--- config.mk ---
export PLATFORM = sky130hd
export DESIGN_NAME = seismic_sample_to_float_core
export DESIGN_NICKNAME = d
export VERILOG_FILES = /design/src/rtl/core/sstf_pkg.sv /design/src/rtl/core/sstf_norm.sv /design/src/rtl/core/seismic_sample_to_float_core.sv
export SDC_FILE = /design/constraint.sdc
export NUM_CORES = 1
export LEC_CHECK = 0
export BUFFER_PORTS_ARGS = -buffer_cell sky130_fd_sc_hd__buf_2
export CAP_MARGIN = 20
export CORE_MARGIN = 2
export CORE_UTILIZATION = 40
export DETAILED_ROUTE_END_ITERATION = 10
export HOLD_SLACK_MARGIN = 0.02
export SKIP_CTS_REPAIR_TIMING = 1
export SYNTH_ARGS = -nofsm -noshare
export SYNTH_HDL_FRONTEND = slang
export SYNTH_SLANG_ARGS = --single-unit
--- constraint.sdc ---
create_clock -name i_clk -period 17.1 [get_ports i_clk]
set_input_delay 2.565 -clock i_clk [delete_from_list [all_inputs] [get_ports i_clk]]
set_output_delay 2.565 -clock i_clk [all_outputs]
set_load 0.01 [all_outputs]
--- src/rtl/core/sstf_pkg.sv ---
// Package: format codes and widths for the seismic sample decoder.
`default_nettype none
package sstf_pkg;
    localparam int unsigned WordW = 32;
    localparam int unsigned FmtW  = 3;

    typedef enum logic [FmtW-1:0] {
        FMT_NONE0  = 3'd0,
        FMT_IBM    = 3'd1,
        FMT_INT32  = 3'd2,
        FMT_INT16  = 3'd3,
        FMT_NATIVE = 3'd4,
        FMT_IEEE   = 3'd5,
        FMT_INT8   = 3'd6,
        FMT_NONE7  = 3'd7
    } t_fmt;

    localparam t_fmt FmtReset = FMT_IBM;

    // Kind of work the normalize stages do on a word.
    typedef enum logic [1:0] {
        K_PASS = 2'd0,
        K_INT  = 2'd1,
        K_IBM  = 2'd2
    } t_kind;

    // Payload that travels down the pipe between stages.
    typedef struct packed {
        t_kind       kind;
        logic        neg;
        logic [31:0] mag;    // magnitude or fraction, left to normalize
        logic [5:0]  lz;     // leading zero count found so far
        logic [9:0]  ebias;  // IBM biased exponent base (signed)
        logic [31:0] pass;   // pass-through result
    } t_stage;
endpackage
`default_nettype wire

--- src/rtl/core/sstf_norm.sv ---
// Normalize stage: shift a magnitude left by part of its leading zero count.
`default_nettype none
module sstf_norm #(
    parameter int unsigned STEP_W = 4  // shift resolved here: at most 2**STEP_W-1 leading zeros, added to lz
) (
    input  wire  logic             i_clk,
    input  wire  logic             i_rst_n,
    input  wire  logic             i_adv,
    input  wire  logic             i_valid,
    input  wire  sstf_pkg::t_stage i_d,
    output logic                   o_valid,
    output sstf_pkg::t_stage       o_d
);
    import sstf_pkg::*;

    t_stage r_d, n_d;
    logic   r_valid;
    logic [STEP_W-1:0] w_cnt;
    logic [STEP_W:0]   w_i;
    logic              w_hit;

    // Find leading zeros among the top 2**STEP_W-1 bits, at most 2**STEP_W-1 shift
    always_comb begin
        n_d   = i_d;
        w_cnt = '0;
        w_hit = 1'b0;
        for (w_i = '0; w_i < (STEP_W+1)'((1 << STEP_W) - 1); w_i = w_i + 1'b1) begin
            if (!w_hit && !i_d.mag[31 - 32'(w_i)]) w_cnt = w_cnt + 1'b1;
            else w_hit = 1'b1;
        end
        n_d.mag = i_d.mag << w_cnt;
        n_d.lz  = i_d.lz + 6'(w_cnt);
    end

    // Advance the stage when downstream moves
    always_ff @(posedge i_clk) begin
        if (!i_rst_n) begin
            r_valid <= 1'b0;
        end else if (i_adv) begin
            r_valid <= i_valid;
        end
    end
    always_ff @(posedge i_clk) begin
        if (i_adv) r_d <= n_d;
    end

    assign o_valid = r_valid;
    assign o_d     = r_d;
endmodule
`default_nettype wire

--- src/rtl/core/seismic_sample_to_float_core.sv ---
// Top level: seismic trace sample to IEEE-754 single decoder.
//
// Input channel: i_valid/o_stall with i_raw_sample, bytes in file
// (big-endian) order, right-aligned. Output channel: o_valid/i_stall with
// o_float_bits. Configuration: i_cfg_we writes i_cfg_data into the format
// register (1 IBM, 2 int32, 3 int16, 4 native, 5 IEEE, 6 int8); write it
// only while the pipe is empty.
// Five register stages: a decode stage, three normalize stages that each
// strip up to 15 leading zeros, and a pack and round stage. o_valid rises
// once the word has passed all five registers. One word per cycle sustains
// through the pipe while the receiver does not stall.
// Reset clears all valid bits and sets the format to IBM float.
// When the receiver stalls a valid output word, the whole pipe holds and o_stall rises, so no
// word is lost or repeated; o_stall is the output stall passed straight
// back, with the last stage acting as the output register.
`default_nettype none
module seismic_sample_to_float_core (
    input  wire  logic                       i_clk,
    input  wire  logic                       i_rst_n,
    input  wire  logic                       i_cfg_we,
    input  wire  logic [sstf_pkg::FmtW-1:0]  i_cfg_data,
    input  wire  logic                       i_valid,
    output logic                             o_stall,
    input  wire  logic [sstf_pkg::WordW-1:0] i_raw_sample,
    output logic                             o_valid,
    input  wire  logic                       i_stall,
    output logic [sstf_pkg::WordW-1:0]       o_float_bits
);
    import sstf_pkg::*;

    logic   w_adv;
    t_fmt   r_fmt;
    t_stage n_s0, r_s0;
    logic   r_v0;
    t_stage w_s1, w_s2, w_s3;
    logic   w_v1, w_v2, w_v3;
    logic [31:0] n_out, r_out;
    logic        r_vo;

    // Advance when the output register is free or being taken
    assign w_adv   = !(r_vo && i_stall);
    assign o_stall = !w_adv;

    // Hold the format register
    always_ff @(posedge i_clk) begin
        if (!i_rst_n) begin
            r_fmt <= FmtReset;
        end else if (i_cfg_we) begin
            r_fmt <= t_fmt'(i_cfg_data);
        end
    end

    // Decode: sign, magnitude and kind per format
    always_comb begin
        logic [31:0] raw;
        logic [15:0] h;
        logic [7:0]  b;
        raw = i_raw_sample;
        h = raw[15:0];
        b = raw[7:0];
        n_s0 = '0;
        case (r_fmt)
            FMT_IBM: begin
                n_s0.kind  = K_IBM;
                n_s0.neg   = raw[31];
                n_s0.mag   = {raw[23:0], 8'd0};
                n_s0.ebias = {1'b0, raw[30:24], 2'b00} - 10'd130;
            end
            FMT_INT32: begin
                n_s0.kind = K_INT;
                n_s0.neg  = raw[31];
                n_s0.mag  = raw[31] ? (32'd0 - raw) : raw;
            end
            FMT_INT16: begin
                n_s0.kind = K_INT;
                n_s0.neg  = h[15];
                n_s0.mag  = {16'd0, h[15] ? (16'd0 - h) : h};
            end
            FMT_INT8: begin
                n_s0.kind = K_INT;
                n_s0.neg  = b[7];
                n_s0.mag  = {24'd0, b[7] ? (8'd0 - b) : b};
            end
            FMT_NATIVE: begin
                n_s0.pass = {raw[7:0], raw[15:8], raw[23:16], raw[31:24]};
            end
            FMT_IEEE: begin
                n_s0.pass = raw;
            end
            default: begin
                n_s0.pass = '0;
            end
        endcase
    end

    always_ff @(posedge i_clk) begin
        if (!i_rst_n) begin
            r_v0 <= 1'b0;
        end else if (w_adv) begin
            r_v0 <= i_valid;
        end
    end
    always_ff @(posedge i_clk) begin
        if (w_adv) r_s0 <= n_s0;
    end

    // Normalize over three stages (up to 45 zeros, enough for 32)
    sstf_norm #(.STEP_W(4)) u_n1 (.i_clk, .i_rst_n, .i_adv(w_adv),
        .i_valid(r_v0), .i_d(r_s0), .o_valid(w_v1), .o_d(w_s1));
    sstf_norm #(.STEP_W(4)) u_n2 (.i_clk, .i_rst_n, .i_adv(w_adv),
        .i_valid(w_v1), .i_d(w_s1), .o_valid(w_v2), .o_d(w_s2));
    sstf_norm #(.STEP_W(4)) u_n3 (.i_clk, .i_rst_n, .i_adv(w_adv),
        .i_valid(w_v2), .i_d(w_s2), .o_valid(w_v3), .o_d(w_s3));

    // Pack: round integers, range-check IBM exponents, pass other formats through
    always_comb begin
        logic [24:0] keep;
        logic [7:0]  rem;
        logic        up;
        logic [8:0]  ex;
        logic [9:0]  e;
        keep = {1'b0, w_s3.mag[31:8]};
        rem  = w_s3.mag[7:0];
        up   = rem[7] && ((rem[6:0] != 7'd0) || keep[0]);
        ex   = 9'd158 - {3'd0, w_s3.lz};
        e    = w_s3.ebias - {4'd0, w_s3.lz};
        n_out = '0;
        case (w_s3.kind)
            K_INT: begin
                if (w_s3.mag[31]) begin
                    keep = keep + {24'd0, up};
                    if (keep[24]) begin
                        ex = ex + 9'd1;
                        keep = keep >> 1;
                    end
                    n_out = {w_s3.neg, ex[7:0], keep[22:0]};
                end
            end
            K_IBM: begin
                if (!w_s3.mag[31]) begin
                    n_out = '0;
                end else if (!e[9] && (e > 10'd254)) begin
                    n_out = {w_s3.neg, 8'hFF, 23'd0};
                end else if (e[9] || (e == 10'd0)) begin
                    n_out = '0;
                end else begin
                    n_out = {w_s3.neg, e[7:0], w_s3.mag[30:8]};
                end
            end
            default: begin
                n_out = w_s3.pass;
            end
        endcase
    end

    always_ff @(posedge i_clk) begin
        if (!i_rst_n) begin
            r_vo <= 1'b0;
        end else if (w_adv) begin
            r_vo <= w_v3;
        end
    end
    always_ff @(posedge i_clk) begin
        if (w_adv) r_out <= n_out;
    end

    assign o_valid      = r_vo;
    assign o_float_bits = r_out;

    // A stalled result holds until taken
    a_hold: assert property (@(posedge i_clk) disable iff (!i_rst_n)
        (o_valid && i_stall) |=> (o_valid && $stable(o_float_bits)))
        else $error("result changed under stall");
    // Input stall follows the output side exactly
    a_stall: assert property (@(posedge i_clk) disable iff (!i_rst_n)
        o_stall == (o_valid && i_stall))
        else $error("stall mismatch");
    // Reset empties the output register
    a_rst: assert property (@(posedge i_clk)
        !i_rst_n |=> !o_valid)
        else $error("output valid after reset");
endmodule
`default_nettype wire

---- After elaboration in Yosys (flattened, before gate mapping) ----
Cells that the tools add are included.
storage, ports and cells
  register bits ........................... 364
  latch bits .............................. 0
  bits in writable memories ............... 0
  memory bits (read-only) ................. 0
  input port bits ......................... 40
  output and inout port bits .............. 34
  logic and storage cells ................. 327
  memories ................................ 0
operators by class
  $add $sub $neg .......................... 52
  multipliers ............................. 0
  div/mod/pow operators ................... 0
  order comparisons ....................... 1
  eq/ne operators ......................... 8
  shift operators ......................... 3
  muxes and demuxes ....................... 99
  bitwise operators ....................... 0
  reductions and logical operators ........ 134
operators with widths
  cell                   count
  $add 4x1->4 const B    42
  $mux 4                 42
  $mux 32                5
  $pmux 35 s4            1
  $pmux 32 s2            2
  $shl 32x4->32          3
  $logic_not 1->1        85
  $logic_and 1x1->1      45
  $mux 1                 45
  $sub 1x32->32 const A  1
  $add 24x1->25          1
  $mux 23                1
  $mux 16                1
  $mux 8                 2
  $sub 1x16->16 const A  1
  $gt 10x8->1 const B    1
  $logic_not 10->1       1
  $sub 10x6->10          1
  $sub 9x8->10 const B   1
  $eq 3x3->1 const B     3
  $add 8x1->8 const B    1
  $sub 1x8->8 const A    1
  $sub 8x6->8 const A    1
  $reduce_bool 7->1      1
  other kinds (7)        9

---- Logic depth before layout (Yosys ltp) ----
  depth in word-level cells ............... 43
  depth in mapped cells ................... 50
  gate-level depth less buffers ........... 47

---- Modules after synthesis ----
A second synthesis with hierarchy kept.
second synthesis, totals
  cells, all modules ...................... 1995
  area, all modules ....................... 22507.8 um^2
by module, submodules not included
  module                        instances  cells an instance  area each (um^2)  sequential area each (um^2)
  sstf_norm                     3          424                5158.7            2512.4
  seismic_sample_to_float_core  1          723                7031.7            3343.2

---- Worst setup path after synthesis ----
No wires, ideal clock.
  path type ............................... input to output
  start ................................... input port i_stall
  end ..................................... output port o_stall
  arrival ................................. 11.464 ns
  required time ........................... 14.535 ns
  path slack .............................. 3.071 ns
  cell stages on the path ................. 2
  buffers on the path ..................... 0
  path through ............................ nand2_1 > inv_1
on the way
  word-level cells in the longest chain between the ends .. 1
ends and longest elaborated chain
  element             line                                source
  start: declaration  seismic_sample_to_float_core.sv:26  input wire logic i_stall,
  $logic_and 1x1->1   seismic_sample_to_float_core.sv:41  assign w_adv = !(r_vo && i_stall);
  end: declaration    seismic_sample_to_float_core.sv:23  output logic o_stall,
No other way between the ends.

==> metrics <==
outcome=finished, final reports clean; critical path arrival=10.44 ns; WL final=52.33 mm; max-cap viol count=0; Yosys Warn Count=0; period utilization=0.5954; Chip Height=235.5 µm; Slowest cell on crit path=edfxtp_1; Antenna Diode Count=0; Final TNS setup=0 ns; H-tree depth=2; antenna violations before repair=0; final clock skew=0.03076 ns; Root Buffer Master=clkbuf_16; insertion delay to the later sink of the worst-skew pair=0.56 ns; worst vdd ir=0.00006710 V; min-delay worst type=reg2reg; Final HPWL DP=38.27 mm; Die Wd=235.5 µm; startpoint types=flop; core region area=0.05276 mm²; Async SR Flop Fraction=0; remaining global-route overflow=0; unrepaired setup endpoints after global routing=false; final setup vio count=0; top cells by instance count after synthesis=edfxtp_1 (351), mux2i_1 (226), nand2_1 (172); Inst Count DP=2669; Layout Nets=2126; minimum clock period=10.18 ns; Main synth FF type=edfxtp_1; Slew Limit Headroom=0.2550; Initial Utilization=0.4065; First-pass DRT Iterations=5; crit path capture type=flop; Reg-to-Reg Start=r_s0[78]$_SDFFCE_PN0N_; Final ANT Viol Nets=0; synth unique cells=87; top cell type's share of synthesized area=0.4915; leak pwr=0.009795 µW; Power Density=145.5 mW/mm²; Post-synth EDFFs=351; Least-Margin Pin Slew=1.117 ns; total number of vias=15434; I/O Buffers=73; wire per inst=19.09 µm; Synth Area per Inst=10.66 µm²; slowest cell delay on critical path=0.48 ns; crit path buf inv count=2; Area growth, synth to finish=10.35%; share of cells above drive strength 1=0.09985; Clock Sinks=359; Max clock buf depth=3; GR Util All Layers=0.1840; Remaining DRCs=0; gpl congestion=0.9140; I/O pin cnt=74; Hold Startpoint=r_s0[18]$_SDFFCE_PN0N_; WP depth=48; number of global-route vias before repair=14728; Syn Std Cell Area=0.02145 mm²; CP Class=reg2reg; Gate Count Post-Synth=2012; kind of cell adding the most delay to the critical path=adder cells; Final Core Density=0.4485; first-pass GRT wire length=82.45 mm; top-count cell post-synth=edfxtp_1; Worst EP required=17.36 ns; row count=84; clock-pin slew on the worst setup and hold paths=0.06 ns; die area=0.05548 mm²; Synth area leaders=edfxtp_1 (49%), mux2i_1 (11%), ha_1 (3.4%); Initial DRC Count=1351; syn nets=2114; fin cells=2741; register bit count reported by yosys=359; Crit Path Max Fanout=34; largest net degree at the start of global routing=202; r2r endpoint=u_n1.o_d[63]$_DFFE_PN_; most used cell, CP=ha_1; max frequency=0.09821 GHz; R2R Setup Slk=6.92 ns; post-synthesis sequential area ratio=0.4989; Worst Setup SP=r_s0[78]$_SDFFCE_PN0N_; CTS buffer count=40; R2R cell count=48; Fin. Hold Viols=0; Synth area leader=edfxtp_1; CTS tree=built; Avg Vias per Cell=5.631; final-report max-slew violation count=0; CP endpoint=u_n1.o_d[63]$_DFFE_PN_
## per-layer routing
layer	global-route usage	part of all wire	up-vias
li1	-	-	7517
met1	0.2617	0.47	7438
met2	0.2928	0.46	404
met3	0.02509	0.044	75
met4	0.05424	0.026	0
met5	0	0	-
## power breakdown
part	internal, µW	leakage (µW)	switching (µW)
sequential	1200	0.00415	192
clock	508	0.000632	339
combinational	485	0.00501	721
total	2190	0.00980	1250
## metrics by stage
step | setup slack, ns | instance area [µm²] | total power [µW] | hold slack (ns)
finish | 6.918 | 23670 | 3443 | 0.3927
global route | 6.126 | 23670 | 3654 | 0.4143
CTS | 6.933 | 23650 | 3458 | 0.3971
detailed placement | 6.963 | 22350 | 2599 | 0.4045
global placement | 7.317 | 22350 | 2579 | 0.4012
floorplan | 3.071 | 21450 | 2235 | 0.4003
## area by class of cell
| cell class | count | area (µm²) |
|---|---|---|
| Inverter | 84 | 315.3 |
| Timing Repair Buffer | 87 | 490.5 |
| Clock inverter | 23 | 266.5 |
| Tap cell | 688 | 860.8 |
| Sequential cell | 359 | 10700 |
| Multi-Input combinational cell | 1452 | 10000 |
| Fill cell | 4860 | 29100 |
| Clock buffer | 48 | 1031 |
## cells in the final DEF, fill, tap and decap left out, types with 15 or more instances in the layout
cell,n
o21ai_0,93
xnor2_1,49
edfxtp_1,351
xor2_1,22
nand2b_1,24
mux2i_1,225
a22o_1,36
a21oi_1,122
nor2_1,166
buf_2,73
nor2b_1,38
or3_1,15
and2_1,27
nor3_1,46
a211oi_1,35
mux2_2,15
clkbuf_16,40
a31oi_1,15
nand2_1,171
o22ai_1,19
inv_1,77
nand3_1,37
ha_1,59
nand4_1,15
## kinds of logic (layout without fill, tap and decap cells)
logic type,after synthesis,count (layout),share of synthesized area
adder cells (fa/ha/maj),62,62,0.03722
buffers and inverters,201,242,0.03734
XOR/XNOR,77,77,0.03349
multiplexers,243,243,0.1145
AND/OR/NAND/NOR,623,623,0.1425
AO/OA/AOI/OAI,447,447,0.1360
flip-flops,359,359,0.4989
## sequential cells by signal, indices dropped and copies added (netlist names)
| register | count |
|---|---|
| r_v0 | 1 |
| o_valid | 1 |
| u_n3.o_d | 82 |
| u_n1.o_d | 80 |
| u_n3.o_valid | 1 |
| u_n2.o_valid | 1 |
| r_fmt | 3 |
| o_float_bits | 32 |
| r_s0 | 76 |
| u_n1.o_valid | 1 |
| u_n2.o_d | 81 |
## worst min path at each step
stage	slack, ns	to	cells past startpoint
floorplan	0.40	u_n1.o_d[0]$_DFFE_PN_	0
global placement	0.40	u_n3.o_d[17]$_DFFE_PN_	0
detailed placement	0.40	u_n1.o_d[30]$_DFFE_PN_	0
CTS	0.40	u_n1.o_d[18]$_DFFE_PN_	0
global route	0.41	u_n1.o_d[13]$_DFFE_PN_	0
finish	0.39	u_n1.o_d[18]$_DFFE_PN_	0
Power figures use the tool's default switching activity.
